File: src/design/shelf_rect_packer_macros.svh
// Assertion macros for the shelf rectangle packer.
// Included by the top level; no other dependencies.
`ifndef SHELF_RECT_PACKER_MACROS_SVH
`define SHELF_RECT_PACKER_MACROS_SVH

// same-cycle implication, disabled during reset
`define SRP_ASSERT_SAME(label, clk, rst, ante, cons, msg) \
  label: assert property (@(posedge clk) disable iff (rst) (ante) |-> (cons)) \
    else $error(msg);

// next-cycle implication, disabled during reset
`define SRP_ASSERT_NEXT(label, clk, rst, ante, cons, msg) \
  label: assert property (@(posedge clk) disable iff (rst) (ante) |=> (cons)) \
    else $error(msg);

`endif

File: src/design/srp_pkg.sv
// Shared types and constants for the shelf rectangle packer.
// No dependencies.
package srp_pkg;

  localparam int DIM_W  = 13;
  localparam int RECT_W = 12;
  localparam int PAD_W  = 4;
  localparam int SUM_W  = 14;
  localparam int TOP_W  = 15;

  typedef enum logic [0:0] {
    CMD_PLACE = 1'b0,
    CMD_CLEAR = 1'b1
  } cmd_t;

  typedef enum logic [1:0] {
    ST_OK         = 2'd0,
    ST_NO_ROOM    = 2'd1,
    ST_TABLE_FULL = 2'd2
  } status_t;

  typedef enum logic [1:0] {
    REG_ATLAS_WIDTH  = 2'd0,
    REG_ATLAS_HEIGHT = 2'd1,
    REG_PADDING      = 2'd2
  } reg_index_t;

  typedef enum logic [1:0] {
    FSM_IDLE,
    FSM_SCAN,
    FSM_DRAIN,
    FSM_DECIDE
  } fsm_t;

  typedef struct packed {
    logic [DIM_W-1:0] cursor;
    logic [DIM_W-1:0] top;
    logic [DIM_W-1:0] height;
  } shelf_t;

  typedef struct packed {
    logic             found;
    logic [DIM_W-1:0] cursor;
    logic [DIM_W-1:0] top;
    logic [DIM_W-1:0] height;
    logic [SUM_W-1:0] base;
  } fit_t;

endpackage

File: src/design/srp_if.sv
// Request and response channel interfaces for the shelf rectangle packer.
// Depends on srp_pkg.
interface srp_req_if;
  logic                                valid;
  logic                                ready;
  srp_pkg::cmd_t                       cmd;
  logic [srp_pkg::RECT_W-1:0]          rect_width;
  logic [srp_pkg::RECT_W-1:0]          rect_height;

  modport source (output valid, output cmd, output rect_width, output rect_height,
                  input ready);
  modport sink (input valid, input cmd, input rect_width, input rect_height,
                output ready);
endinterface

interface srp_rsp_if;
  logic                       valid;
  logic                       ready;
  srp_pkg::status_t           status;
  logic [srp_pkg::RECT_W-1:0] pos_x;
  logic [srp_pkg::RECT_W-1:0] pos_y;

  modport source (output valid, output status, output pos_x, output pos_y,
                  input ready);
  modport sink (input valid, input status, input pos_x, input pos_y,
                output ready);
endinterface

File: src/design/srp_shelf_mem.sv
// Shelf table storage: one write port, one registered read port.
// Depends on srp_pkg.
module srp_shelf_mem #(
  parameter int DEPTH = 64,
  localparam int IDX_W = (DEPTH > 1) ? $clog2(DEPTH) : 1
) (
  input  logic              clk,
  input  logic              we,
  input  logic [IDX_W-1:0]  waddr,
  input  srp_pkg::shelf_t   wdata,
  input  logic              re,
  input  logic [IDX_W-1:0]  raddr,
  output srp_pkg::shelf_t   rdata
);

  srp_pkg::shelf_t mem [DEPTH];

  always_ff @(posedge clk) begin
    if (we) begin
      mem[waddr] <= wdata;
    end
  end

  always_ff @(posedge clk) begin
    if (re) begin
      rdata <= mem[raddr];
    end
  end

endmodule

File: src/design/srp_fit_unit.sv
// Best-height fit compare unit: checks one shelf per cycle and keeps the best.
// Depends on srp_pkg.
module srp_fit_unit #(
  parameter int IDX_W = 6
) (
  input  logic                        clk,
  input  logic                        rst,
  input  logic                        start,
  input  logic                        ev_valid,
  input  logic                        ev_last,
  input  logic [IDX_W-1:0]            ev_idx,
  input  srp_pkg::shelf_t             entry,
  input  logic [srp_pkg::DIM_W-1:0]   w_pad,
  input  logic [srp_pkg::DIM_W-1:0]   h_pad,
  input  logic [srp_pkg::DIM_W-1:0]   atlas_width,
  output srp_pkg::fit_t               fit,
  output logic [IDX_W-1:0]            best_idx
);

  logic [srp_pkg::SUM_W-1:0] end_x;
  logic                      fits;
  logic                      better;

  always_comb begin
    end_x  = srp_pkg::SUM_W'(entry.cursor) + srp_pkg::SUM_W'(w_pad);
    fits   = (entry.height >= h_pad) && (end_x <= srp_pkg::SUM_W'(atlas_width));
    better = fits && (!fit.found || (entry.height < fit.height));
  end

  always_ff @(posedge clk) begin
    if (rst) begin
      fit.found <= 1'b0;
    end else if (start) begin
      fit.found <= 1'b0;
    end else if (ev_valid) begin
      if (better) begin
        fit.found  <= 1'b1;
        fit.cursor <= entry.cursor;
        fit.top    <= entry.top;
        fit.height <= entry.height;
        best_idx   <= ev_idx;
      end
      if (ev_last) begin
        fit.base <= srp_pkg::SUM_W'(entry.top) + srp_pkg::SUM_W'(entry.height);
      end
    end
  end

endmodule

File: src/design/shelf_rect_packer.sv
// Shelf rectangle packer: places rectangles in an atlas with best-height fit.
// Depends on srp_pkg, srp_if, srp_shelf_mem, srp_fit_unit.
//
// Channels: req carries cmd, rect_width and rect_height; rsp returns status,
// pos_x and pos_y, one response per request, in order. Both use valid/ready,
// a transaction moves when both are high at a rising edge. The user must
// write the registers (cfg_write, cfg_index, cfg_data) only while the block
// is idle; the block itself does not enforce this.
//
// Sequence: a place request with shelves stored steps through scan (one read
// per stored shelf on the shelf table's single read port), drain and decide,
// which loads the response register; with no shelves stored, and for clear
// and zero-size requests, it goes straight to decide, then back to idle.
//
// Reset empties the shelf table (count only; entries are rewritten before
// they are read) and loads the register defaults. When rsp stalls, the
// response register holds and the next request is taken, but its result
// waits in the decide step until the response register frees.
`include "shelf_rect_packer_macros.svh"

module shelf_rect_packer #(
  parameter int MAX_SHELVES = 64
) (
  input  logic                        clk,
  input  logic                        rst,
  input  logic                        cfg_write,
  input  logic [1:0]                  cfg_index,
  input  logic [srp_pkg::DIM_W-1:0]   cfg_data,
  srp_req_if.sink                     req,
  srp_rsp_if.source                   rsp
);

  localparam int IDX_W = (MAX_SHELVES > 1) ? $clog2(MAX_SHELVES) : 1;
  localparam int CNT_W = $clog2(MAX_SHELVES + 1);

  logic [srp_pkg::DIM_W-1:0] atlas_width;
  logic [srp_pkg::DIM_W-1:0] atlas_height;
  logic [srp_pkg::PAD_W-1:0] padding;

  srp_pkg::fsm_t             state, state_next;
  logic [CNT_W-1:0]          count;
  logic [CNT_W-1:0]          count_m1;
  logic [IDX_W-1:0]          last_idx;
  logic [IDX_W-1:0]          scan_addr;
  logic                      rd_valid;
  logic                      rd_last;
  logic [IDX_W-1:0]          rd_idx;
  logic                      op_clear;
  logic                      op_zero;
  logic [srp_pkg::DIM_W-1:0] w_pad;
  logic [srp_pkg::DIM_W-1:0] h_pad;

  logic                       out_valid;
  srp_pkg::status_t           out_status;
  logic [srp_pkg::RECT_W-1:0] out_x;
  logic [srp_pkg::RECT_W-1:0] out_y;

  logic                       req_fire;
  logic                       out_free;
  logic                       out_load;
  logic                       scan_end;
  logic                       rd_en;
  logic                       mem_we;
  logic [IDX_W-1:0]           mem_waddr;
  srp_pkg::shelf_t            mem_wdata;
  srp_pkg::shelf_t            mem_rdata;
  srp_pkg::fit_t              fit;
  logic [IDX_W-1:0]           best_idx;
  logic [srp_pkg::SUM_W-1:0]  new_base;
  logic                       no_room;
  logic                       table_full;
  logic                       count_clear;
  logic                       count_inc;
  srp_pkg::status_t           res_status;
  logic [srp_pkg::RECT_W-1:0] res_x;
  logic [srp_pkg::RECT_W-1:0] res_y;

  always_ff @(posedge clk) begin
    if (rst) begin
      atlas_width  <= srp_pkg::DIM_W'(512);
      atlas_height <= srp_pkg::DIM_W'(512);
      padding      <= srp_pkg::PAD_W'(1);
    end else if (cfg_write) begin
      case (cfg_index)
        srp_pkg::REG_ATLAS_WIDTH:  atlas_width  <= cfg_data;
        srp_pkg::REG_ATLAS_HEIGHT: atlas_height <= cfg_data;
        srp_pkg::REG_PADDING:      padding      <= cfg_data[srp_pkg::PAD_W-1:0];
        default: ;
      endcase
    end
  end

  assign req.ready = (state == srp_pkg::FSM_IDLE);
  assign req_fire  = req.valid && req.ready;
  assign out_free  = !out_valid || rsp.ready;
  assign count_m1  = count - CNT_W'(1);
  assign last_idx  = count_m1[IDX_W-1:0];
  assign scan_end  = (scan_addr == last_idx);

  srp_shelf_mem #(
    .DEPTH (MAX_SHELVES)
  ) u_mem (
    .clk   (clk),
    .we    (mem_we),
    .waddr (mem_waddr),
    .wdata (mem_wdata),
    .re    (rd_en),
    .raddr (scan_addr),
    .rdata (mem_rdata)
  );

  srp_fit_unit #(
    .IDX_W (IDX_W)
  ) u_fit (
    .clk         (clk),
    .rst         (rst),
    .start       (req_fire),
    .ev_valid    (rd_valid),
    .ev_last     (rd_last),
    .ev_idx      (rd_idx),
    .entry       (mem_rdata),
    .w_pad       (w_pad),
    .h_pad       (h_pad),
    .atlas_width (atlas_width),
    .fit         (fit),
    .best_idx    (best_idx)
  );

  always_comb begin
    new_base   = (count == '0) ? '0 : fit.base;
    no_room    = (w_pad > atlas_width) ||
                 ((srp_pkg::TOP_W'(new_base) + srp_pkg::TOP_W'(h_pad)) >
                  srp_pkg::TOP_W'(atlas_height));
    table_full = (count >= CNT_W'(MAX_SHELVES));
  end

  always_comb begin
    state_next  = state;
    rd_en       = 1'b0;
    mem_we      = 1'b0;
    mem_waddr   = best_idx;
    mem_wdata   = '{cursor: fit.cursor + w_pad, top: fit.top, height: fit.height};
    count_clear = 1'b0;
    count_inc   = 1'b0;
    out_load    = 1'b0;
    res_status  = srp_pkg::ST_OK;
    res_x       = '0;
    res_y       = '0;
    case (state)
      srp_pkg::FSM_IDLE: begin
        if (req_fire) begin
          if ((req.cmd == srp_pkg::CMD_CLEAR) || (req.rect_width == '0) ||
              (req.rect_height == '0) || (count == '0)) begin
            state_next = srp_pkg::FSM_DECIDE;
          end else begin
            state_next = srp_pkg::FSM_SCAN;
          end
        end
      end
      srp_pkg::FSM_SCAN: begin
        rd_en = 1'b1;
        if (scan_end) begin
          state_next = srp_pkg::FSM_DRAIN;
        end
      end
      srp_pkg::FSM_DRAIN: begin
        state_next = srp_pkg::FSM_DECIDE;
      end
      srp_pkg::FSM_DECIDE: begin
        if (out_free) begin
          out_load   = 1'b1;
          state_next = srp_pkg::FSM_IDLE;
          if (op_clear) begin
            count_clear = 1'b1;
          end else if (op_zero) begin
            res_status = srp_pkg::ST_OK;
          end else if (fit.found) begin
            mem_we = 1'b1;
            res_x  = fit.cursor[srp_pkg::RECT_W-1:0];
            res_y  = fit.top[srp_pkg::RECT_W-1:0];
          end else if (no_room) begin
            res_status = srp_pkg::ST_NO_ROOM;
          end else if (table_full) begin
            res_status = srp_pkg::ST_TABLE_FULL;
          end else begin
            mem_we    = 1'b1;
            mem_waddr = count[IDX_W-1:0];
            mem_wdata = '{cursor: w_pad, top: new_base[srp_pkg::DIM_W-1:0], height: h_pad};
            count_inc = 1'b1;
            res_y     = new_base[srp_pkg::RECT_W-1:0];
          end
        end
      end
      default: begin
        state_next = srp_pkg::FSM_IDLE;
      end
    endcase
  end

  always_ff @(posedge clk) begin
    if (rst) begin
      state    <= srp_pkg::FSM_IDLE;
      count    <= '0;
      rd_valid <= 1'b0;
    end else begin
      state    <= state_next;
      rd_valid <= rd_en;
      if (count_clear) begin
        count <= '0;
      end else if (count_inc) begin
        count <= count + CNT_W'(1);
      end
    end
  end

  always_ff @(posedge clk) begin
    rd_idx  <= scan_addr;
    rd_last <= scan_end;
    if (req_fire) begin
      scan_addr <= '0;
      op_clear  <= (req.cmd == srp_pkg::CMD_CLEAR);
      op_zero   <= (req.rect_width == '0) || (req.rect_height == '0);
      w_pad     <= srp_pkg::DIM_W'(req.rect_width) + srp_pkg::DIM_W'(padding);
      h_pad     <= srp_pkg::DIM_W'(req.rect_height) + srp_pkg::DIM_W'(padding);
    end else if (rd_en) begin
      scan_addr <= scan_addr + IDX_W'(1);
    end
  end

  always_ff @(posedge clk) begin
    if (rst) begin
      out_valid <= 1'b0;
    end else if (out_load) begin
      out_valid <= 1'b1;
    end else if (rsp.ready) begin
      out_valid <= 1'b0;
    end
  end

  always_ff @(posedge clk) begin
    if (out_load) begin
      out_status <= res_status;
      out_x      <= res_x;
      out_y      <= res_y;
    end
  end

  assign rsp.valid  = out_valid;
  assign rsp.status = out_status;
  assign rsp.pos_x  = out_x;
  assign rsp.pos_y  = out_y;

  `SRP_ASSERT_SAME(a_count_bound, clk, rst, 1'b1, count <= CNT_W'(MAX_SHELVES), "shelf count over table depth")
  `SRP_ASSERT_SAME(a_fail_zero_pos, clk, rst, rsp.valid && (rsp.status != srp_pkg::ST_OK), (rsp.pos_x == '0) && (rsp.pos_y == '0), "failure response carries a position")
  `SRP_ASSERT_SAME(a_read_in_scan, clk, rst, rd_valid, (state == srp_pkg::FSM_SCAN) || (state == srp_pkg::FSM_DRAIN), "shelf read data outside scan")
  `SRP_ASSERT_NEXT(a_load_shows, clk, rst, out_load, rsp.valid && (state == srp_pkg::FSM_IDLE), "response not presented after decide")

endmodule
File: src/flat_wrapper.sv
// flat-port wrapper written by rule: the top's interface ports become plain ports
module shelf_rect_packer_flat 
#(
  parameter int MAX_SHELVES = 64
)
  (clk, rst, cfg_write, cfg_index, cfg_data, req_valid, req_cmd, req_rect_width, req_rect_height, req_ready, rsp_valid, rsp_status, rsp_pos_x, rsp_pos_y, rsp_ready);
  srp_req_if req_i ();
  srp_rsp_if rsp_i ();
  input  logic clk;
  input  logic rst;
  input  logic cfg_write;
  input  logic [1:0] cfg_index;
  input  logic [srp_pkg::DIM_W-1:0] cfg_data;
  input wire logic [$bits(req_i.valid)-1:0] req_valid;
  input wire logic [$bits(req_i.cmd)-1:0] req_cmd;
  input wire logic [$bits(req_i.rect_width)-1:0] req_rect_width;
  input wire logic [$bits(req_i.rect_height)-1:0] req_rect_height;
  output wire logic [$bits(req_i.ready)-1:0] req_ready;
  output wire logic [$bits(rsp_i.valid)-1:0] rsp_valid;
  output wire logic [$bits(rsp_i.status)-1:0] rsp_status;
  output wire logic [$bits(rsp_i.pos_x)-1:0] rsp_pos_x;
  output wire logic [$bits(rsp_i.pos_y)-1:0] rsp_pos_y;
  input wire logic [$bits(rsp_i.ready)-1:0] rsp_ready;
  assign req_i.valid = req_valid;
  assign req_i.cmd = req_cmd;
  assign req_i.rect_width = req_rect_width;
  assign req_i.rect_height = req_rect_height;
  assign req_ready = req_i.ready;
  assign rsp_valid = rsp_i.valid;
  assign rsp_status = rsp_i.status;
  assign rsp_pos_x = rsp_i.pos_x;
  assign rsp_pos_y = rsp_i.pos_y;
  assign rsp_i.ready = rsp_ready;
  shelf_rect_packer #(.MAX_SHELVES(MAX_SHELVES)) u_core (.clk(clk), .rst(rst), .cfg_write(cfg_write), .cfg_index(cfg_index), .cfg_data(cfg_data), .req(req_i), .rsp(rsp_i));
endmodule
File: config.mk
export PLATFORM = sky130hd
export DESIGN_NAME = shelf_rect_packer_flat
export DESIGN_NICKNAME = d
export VERILOG_FILES = /design/src/design/srp_pkg.sv /design/src/design/srp_if.sv /design/src/design/srp_shelf_mem.sv /design/src/design/srp_fit_unit.sv /design/src/design/shelf_rect_packer.sv /design/src/flat_wrapper.sv
export VERILOG_INCLUDE_DIRS = /design/src /design/src/design
export SDC_FILE = /design/constraint.sdc
export NUM_CORES = 2
export LEC_CHECK = 0
export CAP_MARGIN = 20
export CORE_ASPECT_RATIO = 0.6
export CORE_MARGIN = 2
export CORE_UTILIZATION = 30
export CTS_BUF_LIST = sky130_fd_sc_hd__clkbuf_8
export CTS_CLUSTER_SIZE = 12
export DETAILED_ROUTE_END_ITERATION = 10
export DONT_BUFFER_PORTS = 1
export HOLD_SLACK_MARGIN = 0.05
export RECOVER_POWER = 100
export SKIP_CTS_REPAIR_TIMING = 1
export SLEW_MARGIN = 20
export SYNTH_ARGS = -nofsm -noshare
export SYNTH_HDL_FRONTEND = slang
export SYNTH_HIERARCHICAL = 1
export SYNTH_SLANG_ARGS = --single-unit
File: constraint.sdc
create_clock -name clk -period 10.7 [get_ports clk]
set_input_delay 2.14 -clock clk [delete_from_list [all_inputs] [get_ports clk]]
set_output_delay 2.14 -clock clk [all_outputs]
set_load 0.01 [all_outputs]
-- Word-level counts from Yosys, hierarchy flattened
Memory sizes are Yosys's and may differ from the RTL's. A register that Yosys moved wholly into a read port is not among the register bits.
Index checks and enable logic that the tools add are counted.
- $add $sub $neg: 9
- multipliers: 0
- divide/modulo/power cells: 0
- order comparisons: 6
- equality and inequality tests: 9
- shift-type cells: 0
- mux-type cells: 47
- bitwise operators: 5
- reductions and logical operators: 31
- operator list (operator ; count):
    $mux 39 ; 7
    $mux 6 ; 7
    $mux 12 ; 3
    $add 13x13->14 ; 2
    $add 12x4->13 ; 2
    $logic_not 12->1 ; 2
    $mux 1 ; 23
    $add 14x13->15 ; 1
    $gt 15x13->1 ; 1
    $le 14x13->1 ; 1
    $mux 14 ; 1
    $add 13x13->13 ; 1
    $ge 13x13->1 ; 1
    $gt 13x13->1 ; 1
    $lt 13x13->1 ; 1
    $mux 2 ; 5
    $reduce_or 5->1 ; 2
    $pmux 2 s4 ; 1
    $reduce_and 2->1 ; 4
    $reduce_and 4->1 ; 2
    $add 7x1->7 const B ; 1
    $ge 7x7->1 const B ; 1
    $logic_not 7->1 ; 1
    $logic_or 1x1->1 ; 7
    other kinds (16) ; 29
- register bits after elaboration: 168
- latch bits: 0
- bits in writable memories: 2496
- bits in read-only memories: 0
- input bits: 45
- output and inout port bits: 28
- word-level logic and storage cells: 132
- memories: 1
- memory list (name ; words ; bits a word ; rd ports ; clocked after Yosys merged registers in ; write ports ; RTL line ; text):
    u_core.u_mem.mem ; 64 ; 39 ; 1 ; 1 ; 1 ; srp_shelf_mem.sv:16 ; srp_pkg::shelf_t mem [DEPTH];

-- Longest topological paths before layout
- word-level depth: 13
- mapped depth: 31
- mapped depth without buffers: 27

-- Modules after synthesis
The synthesis kept the hierarchy.
- modules (own cells, without submodules) (module ; times used ; cells each ; area each (µm²) ; sequential area each (µm²)):
    srp_shelf_mem ; 1 ; 4102 ; 95826.9 ; 76123.0
    shelf_rect_packer ; 1 ; 791 ; 7295.7 ; 2702.6
    srp_fit_unit ; 1 ; 353 ; 3922.5 ; 1791.7

-- Least setup slack after synthesis
Ideal clock, no wire load.
- path kind: reg-to-reg
- start: register u_core.count[0]
- end: memory u_core/u_mem/mem[32][0] (netlist bit), enable pin
- library setup time: 484 ps
- arrival time: 8337 ps
- required time: 10216 ps
- path slack: 1879 ps
- stages on the path, launching flop included: 30
- path buffers: 4
- clock period less this slack: 8821 ps
- cell sequence: dfxtp_1 -> inv_1 -> ha_1 -> nor3b_1 -> nand2_1 -> clkbuf_1 -> nand2_1 -> inv_1 -> ha_1 -> and3_1 -> and2_1 -> a221oi_2 -> o21ai_2 -> a31o_2 -> nand4_1 -> o311ai_0 -> ha_1 -> nand2_1 -> nor2_1 -> nand3_1 -> o311a_1 -> o21a_1 -> nand3_1 -> buf_4 -> buf_6 -> mux2_2 -> clkbuf_1 -> nand3b_1 -> or3_1 -> nor3_1
- elaborated cells on any way between the ends: 22
- those cells by class: add/sub: 1; order compare: 2; mux: 17; reduce/logical: 2
- RTL lines (what ; RTL line ; text):
    from (decl) ; shelf_rect_packer.sv:41 ; logic [CNT_W-1:0] count;
    from (signal assigned) ; shelf_rect_packer.sv:211 ; count <= count + CNT_W'(1);
    $logic_not 7->1 ; shelf_rect_packer.sv:130 ; new_base = (count == '0) ? '0 : fit.base;
    $mux 14 ; shelf_rect_packer.sv:130 ;
    $add 14x13->15 ; shelf_rect_packer.sv:132 ; ((srp_pkg::TOP_W'(new_base) + srp_pkg::TOP_W'(h_pad)) >
    $gt 15x13->1 ; shelf_rect_packer.sv:132 ;
    $logic_or 1x1->1 ; shelf_rect_packer.sv:131 ; no_room = (w_pad > atlas_width) ||
    $mux 6 (*) ; shelf_rect_packer.sv:181 ; end else if (no_room) begin
    $mux 6 (*) ; shelf_rect_packer.sv:177 ; end else if (fit.found) begin
    $mux 6 (*) ; shelf_rect_packer.sv:175 ; end else if (op_zero) begin
    $mux 6 (*) ; shelf_rect_packer.sv:173 ; if (op_clear) begin
    $mux 6 (*) ; shelf_rect_packer.sv:170 ; if (out_free) begin
    $mux 6 (*) ; shelf_rect_packer.sv:149 ; case (state)
    named net u_core.mem_waddr[3] ; shelf_rect_packer.sv:64 ; logic [IDX_W-1:0] mem_waddr;
    to (decl) ; srp_shelf_mem.sv:16 ;
The timed path passes the listed nets; every way through them passes the cells marked *.

==> flow_metrics.py <==
metrics = {
    "critical_path": {
        "cp_cell_sequence": "clkbuf_1, nor2b_2, clkbuf_1, a22oi_1, and3_1, a211oi_1",
        "r2r_cells": 6,
        "r2r_slack_ns": 0.81,
        "path_buf_inv": 2,
        "setup.worst_path.start": "u_core/scan_addr[3]$_SDFFE_PP0P_",
        "critPathRequiredTime_ns": 11.14,
        "slowest_stage": "clkbuf_1",
        "cp_max_fo": 78,
        "path_delay_family": "buffers and inverters",
        "endpoint": "u_core/u_mem/rdata[17]$_DFFE_PP_",
        "critPathArrivalTime_ns": 10.33,
        "r2r-end": "u_core/u_mem/rdata[17]$_DFFE_PP_",
        "path_depth": 6,
        "worst_r2r_startpoint": "u_core/scan_addr[3]$_SDFFE_PP0P_",
        "start_kind": "register",
        "worst_path_most_repeated_cell": "clkbuf_1",
        "endpoint_kind": "register",
        "worst_path_largest_cell_delay_ns": 3.63,
        "critPathKind": "reg2reg",
    },
    "floorplanning": {
        "design.die.area_sq_um": 362000,
        "ios": 73,
        "die_w_um": 775,
        "rows": 169,
        "initial_utilization_pct": 30.2,
        "dieHeight_um": 467,
        "coreArea_sq_um": 354000,
    },
    "route": {
        "via_per_inst": 5.36,
        "routedWlPerCell_um": 30.3,
        "vias": 56400,
        "drtAntennaViolNets": 0,
        "wirelength_mm": 319,
        "drt_iter0_markers": 9509,
        "dr.pass1.iters": 6,
        "route.detailed.drc": 0,
    },
    "logic_synthesis": {
        "synth_ff_type": "edfxtp_1",
        "synth_area_per_cell_sq_um": 20.4,
        "ys_types": 83,
        "yosysWarnings": 6,
        "ys_seq_elements": 2703,
        "synth_edf_count": 2648,
        "synth_nets": 5426,
        "syn_inst": 5246,
        "syn_area_sq_um": 107000,
        "ys_async_sr_fraction_pct": 0,
        "ys_seq_area_share_pct": 75.3,
    },
    "pwr": {
        "p_seq_share_pct": 50.8,
        "p_leak_nw": 36.4,
        "clkPwrFrac_pct": 30.4,
        "ir_drop_uv": 171,
        "p_per_area_nw_per_um2": 204,
        "internal_power_mw": 17.5,
        "power.share.switching_pct": 28.7,
        "pwr-share-comb_pct": 18.9,
        "switching_power_mw": 7.04,
    },
    "global_routing": {
        "overflow": 0,
        "grt_first_pass_wirelength_mm": 438,
        "grt_util_met1_pct": 26.7,
        "grt_max_degree": 111,
        "grt_pass1_vias": 53400,
        "grt_antenna_before_repair": 43,
        "grt_most_used_layer": "met1",
        "gr-usage-met3_pct": 6.71,
        "met2_usage_pct": 22.3,
        "track_usage_pct": 17.1,
    },
    "placement": {
        "routabilityCongestion": 0.901,
        "place_ws_ns": 1.82,
        "dp_hpwl_mm": 205,
        "port_buffers": 0,
        "dp_cells": 9880,
    },
    "timing": {
        "period_share_pct": 92.4,
        "drv_slew": 2581,
        "final.setup_skew_ns": 0.0762,
        "hold_viol": 0,
        "slew_headroom_pct": -238,
        "fmaxAchievable_ghz": 0.101,
        "worst_pin_slew_ns": 5.08,
        "setup_violations": 0,
        "fin_crit_ns": 9.89,
        "tns_ns": 0,
        "fin_ws_ns": 0.809,
        "grt_setup_unrepaired": "no",
    },
    "layout": {
        "fin_cells": 10500,
        "regArea_sq_um": 80600,
        "fillerInstances": 33000,
        "area_growth_pct": 12.0,
        "drive_gt1_share_pct": 23.2,
        "multi_input_area_sq_um": 25200,
        "most-common-layout-cells": "edfxtp_1, mux4_2, clkbuf_8",
        "final_common_cell": "edfxtp_1",
        "final_net_count": 5716,
    },
    "cts": {
        "cts_max_level": 5,
        "cts_root_buf": "clkbuf_8",
        "clk_pin_slew_ns": 0.07,
        "clock-sinks": 2703,
        "worstSkewPairLatency_ns": 1.00,
        "cts_tree": "done",
        "cts.path.max_buffers": 4,
        "numCtsBuffers": 354,
    },
    "outcome": {
        "violations": "max-capacitance violations, max-slew violations",
        "outcome": "finished, violations left",
    },
    "flow_run": {
        "cap_viol_max_count": 58,
    },
    "hold_path": {
        "hp-class": "reg2reg",
    },
}
## through the flow
step	util [%]	power [mW]	instance area (sq um)	hold slack, ns
2_1_floorplan	-	15.5	107000	0.386
3_3_place_gp	32.2	17.2	114000	0.389
3_5_place_dp	32.2	17.2	114000	0.389
4_1_cts	34.0	24.6	120000	0.391
5_1_grt	33.8	25.4	120000	0.405
6_report	33.9	24.5	120000	0.403
## routing by layer
layer | vias up | routed length, um
met4 | 14 | 4610
met1 | 30200 | 141000
met2 | 3490 | 125000
met5 | - | 92
li1 | 22400 | -
met3 | 329 | 47900
## cells in the mapped netlist, types with 7 or more instances
cell type | count | area share [%]
a211o_1 | 7 | 0.057
a211oi_1 | 9 | 0.063
a21o_1 | 15 | 0.11
a21oi_1 | 145 | 0.68
a221oi_1 | 44 | 0.36
a22o_1 | 19 | 0.16
a22oi_1 | 23 | 0.16
and2_1 | 24 | 0.14
and3_1 | 21 | 0.12
buf_1 | 7 | 0.025
buf_2 | 74 | 0.35
buf_4 | 51 | 0.36
buf_6 | 10 | 0.11
clkbuf_1 | 111 | 0.39
dfxtp_1 | 55 | 1.0
edfxtp_1 | 2648 | 74
ha_1 | 130 | 1.5
inv_1 | 115 | 0.40
mux2_2 | 76 | 0.80
mux2i_1 | 131 | 1.2
mux4_2 | 588 | 12
nand2_1 | 137 | 0.48
nand2b_1 | 23 | 0.13
nand3_1 | 34 | 0.16
nand3b_1 | 7 | 0.049
nand4_1 | 21 | 0.12
nor2_1 | 164 | 0.58
nor2b_1 | 30 | 0.18
nor3_1 | 26 | 0.12
nor4_1 | 47 | 0.27
o21a_1 | 24 | 0.17
o21ai_0 | 51 | 0.24
o21ai_1 | 12 | 0.056
o221ai_1 | 40 | 0.33
o22a_1 | 23 | 0.19
o22ai_1 | 131 | 0.77
or3_1 | 12 | 0.070
xnor2_1 | 46 | 0.38
xor2_1 | 24 | 0.20
## sequential cells by signal, summed over array words and instances, names as in the netlist, 2 cells and up
| signal | flops |
|---|---|
| u_core/atlas_height | 13 |
| u_core/atlas_width | 13 |
| u_core/count | 7 |
| u_core/h_pad | 13 |
| u_core/padding | 4 |
| u_core/rd_idx | 6 |
| u_core/rsp.pos_x | 12 |
| u_core/rsp.pos_y | 12 |
| u_core/rsp.status | 2 |
| u_core/scan_addr | 6 |
| u_core/state | 2 |
| u_core/u_fit/best_idx | 6 |
| u_core/u_fit/fit | 54 |
| u_core/u_mem/mem | 2496 |
| u_core/u_mem/rdata | 39 |
| u_core/w_pad | 13 |
## worst min path at each step
stage / start / to / slack (ns) / cells after the start
5_1_grt: u_core/rd_idx[5]$_DFF_P_ / u_core/u_fit/best_idx[5]$_DFFE_PP_ / 0.40 / 0
3_3_place_gp: u_core/rd_idx[2]$_DFF_P_ / u_core/u_fit/best_idx[2]$_DFFE_PP_ / 0.39 / 0
3_5_place_dp: u_core/rd_idx[2]$_DFF_P_ / u_core/u_fit/best_idx[2]$_DFFE_PP_ / 0.39 / 0
6_report: u_core/rd_idx[1]$_DFF_P_ / u_core/u_fit/best_idx[1]$_DFFE_PP_ / 0.40 / 0
2_1_floorplan: u_core/rd_idx[0]$_DFF_P_ / u_core/u_fit/best_idx[0]$_DFFE_PP_ / 0.39 / 0
4_1_cts: u_core/rd_idx[5]$_DFF_P_ / u_core/u_fit/best_idx[5]$_DFFE_PP_ / 0.39 / 0
## cells by family (layout without fill, tap and decap cells)
kind of cell | after synthesis | after routing | synth area share (%)
and+or+nand+nor | 573 | 573 | 2.64
buffers and inverters | 368 | 931 | 1.63
other | 0 | 22 | 0
muxes | 800 | 800 | 14.4
DFF | 2703 | 2703 | 75.3
xor gates and xnor gates | 70 | 70 | 0.573
adders and majority gates | 136 | 136 | 1.62
AOI/OAI and AO/OA | 596 | 596 | 3.78
## power groups by stage
stage | logic [mW] | registers, mW | clock network (mW)
6_report | 4.62 | 12.4 | 7.44
3_5_place_dp | 4.60 | 12.6 | 0
2_1_floorplan | 3.08 | 12.4 | 0
3_3_place_gp | 4.53 | 12.6 | 0
4_1_cts | 4.62 | 12.4 | 7.59
5_1_grt | 4.91 | 12.4 | 8.05
## area by class of cell
| cell class | instances | share of cell area [%] |
|---|---|---|
| sequential | 2703 | 67.2 |
| timing repair buffer | 187 | 1.04 |
| inverter | 115 | 0.360 |
| antenna | 22 | 0.0459 |
| tap | 4702 | 4.91 |
| clock inverter | 269 | 1.29 |
| clock buffer | 360 | 4.13 |
| multi-input combinational | 2175 | 21.0 |
Note: power is estimated with default switching activity, not from simulation.
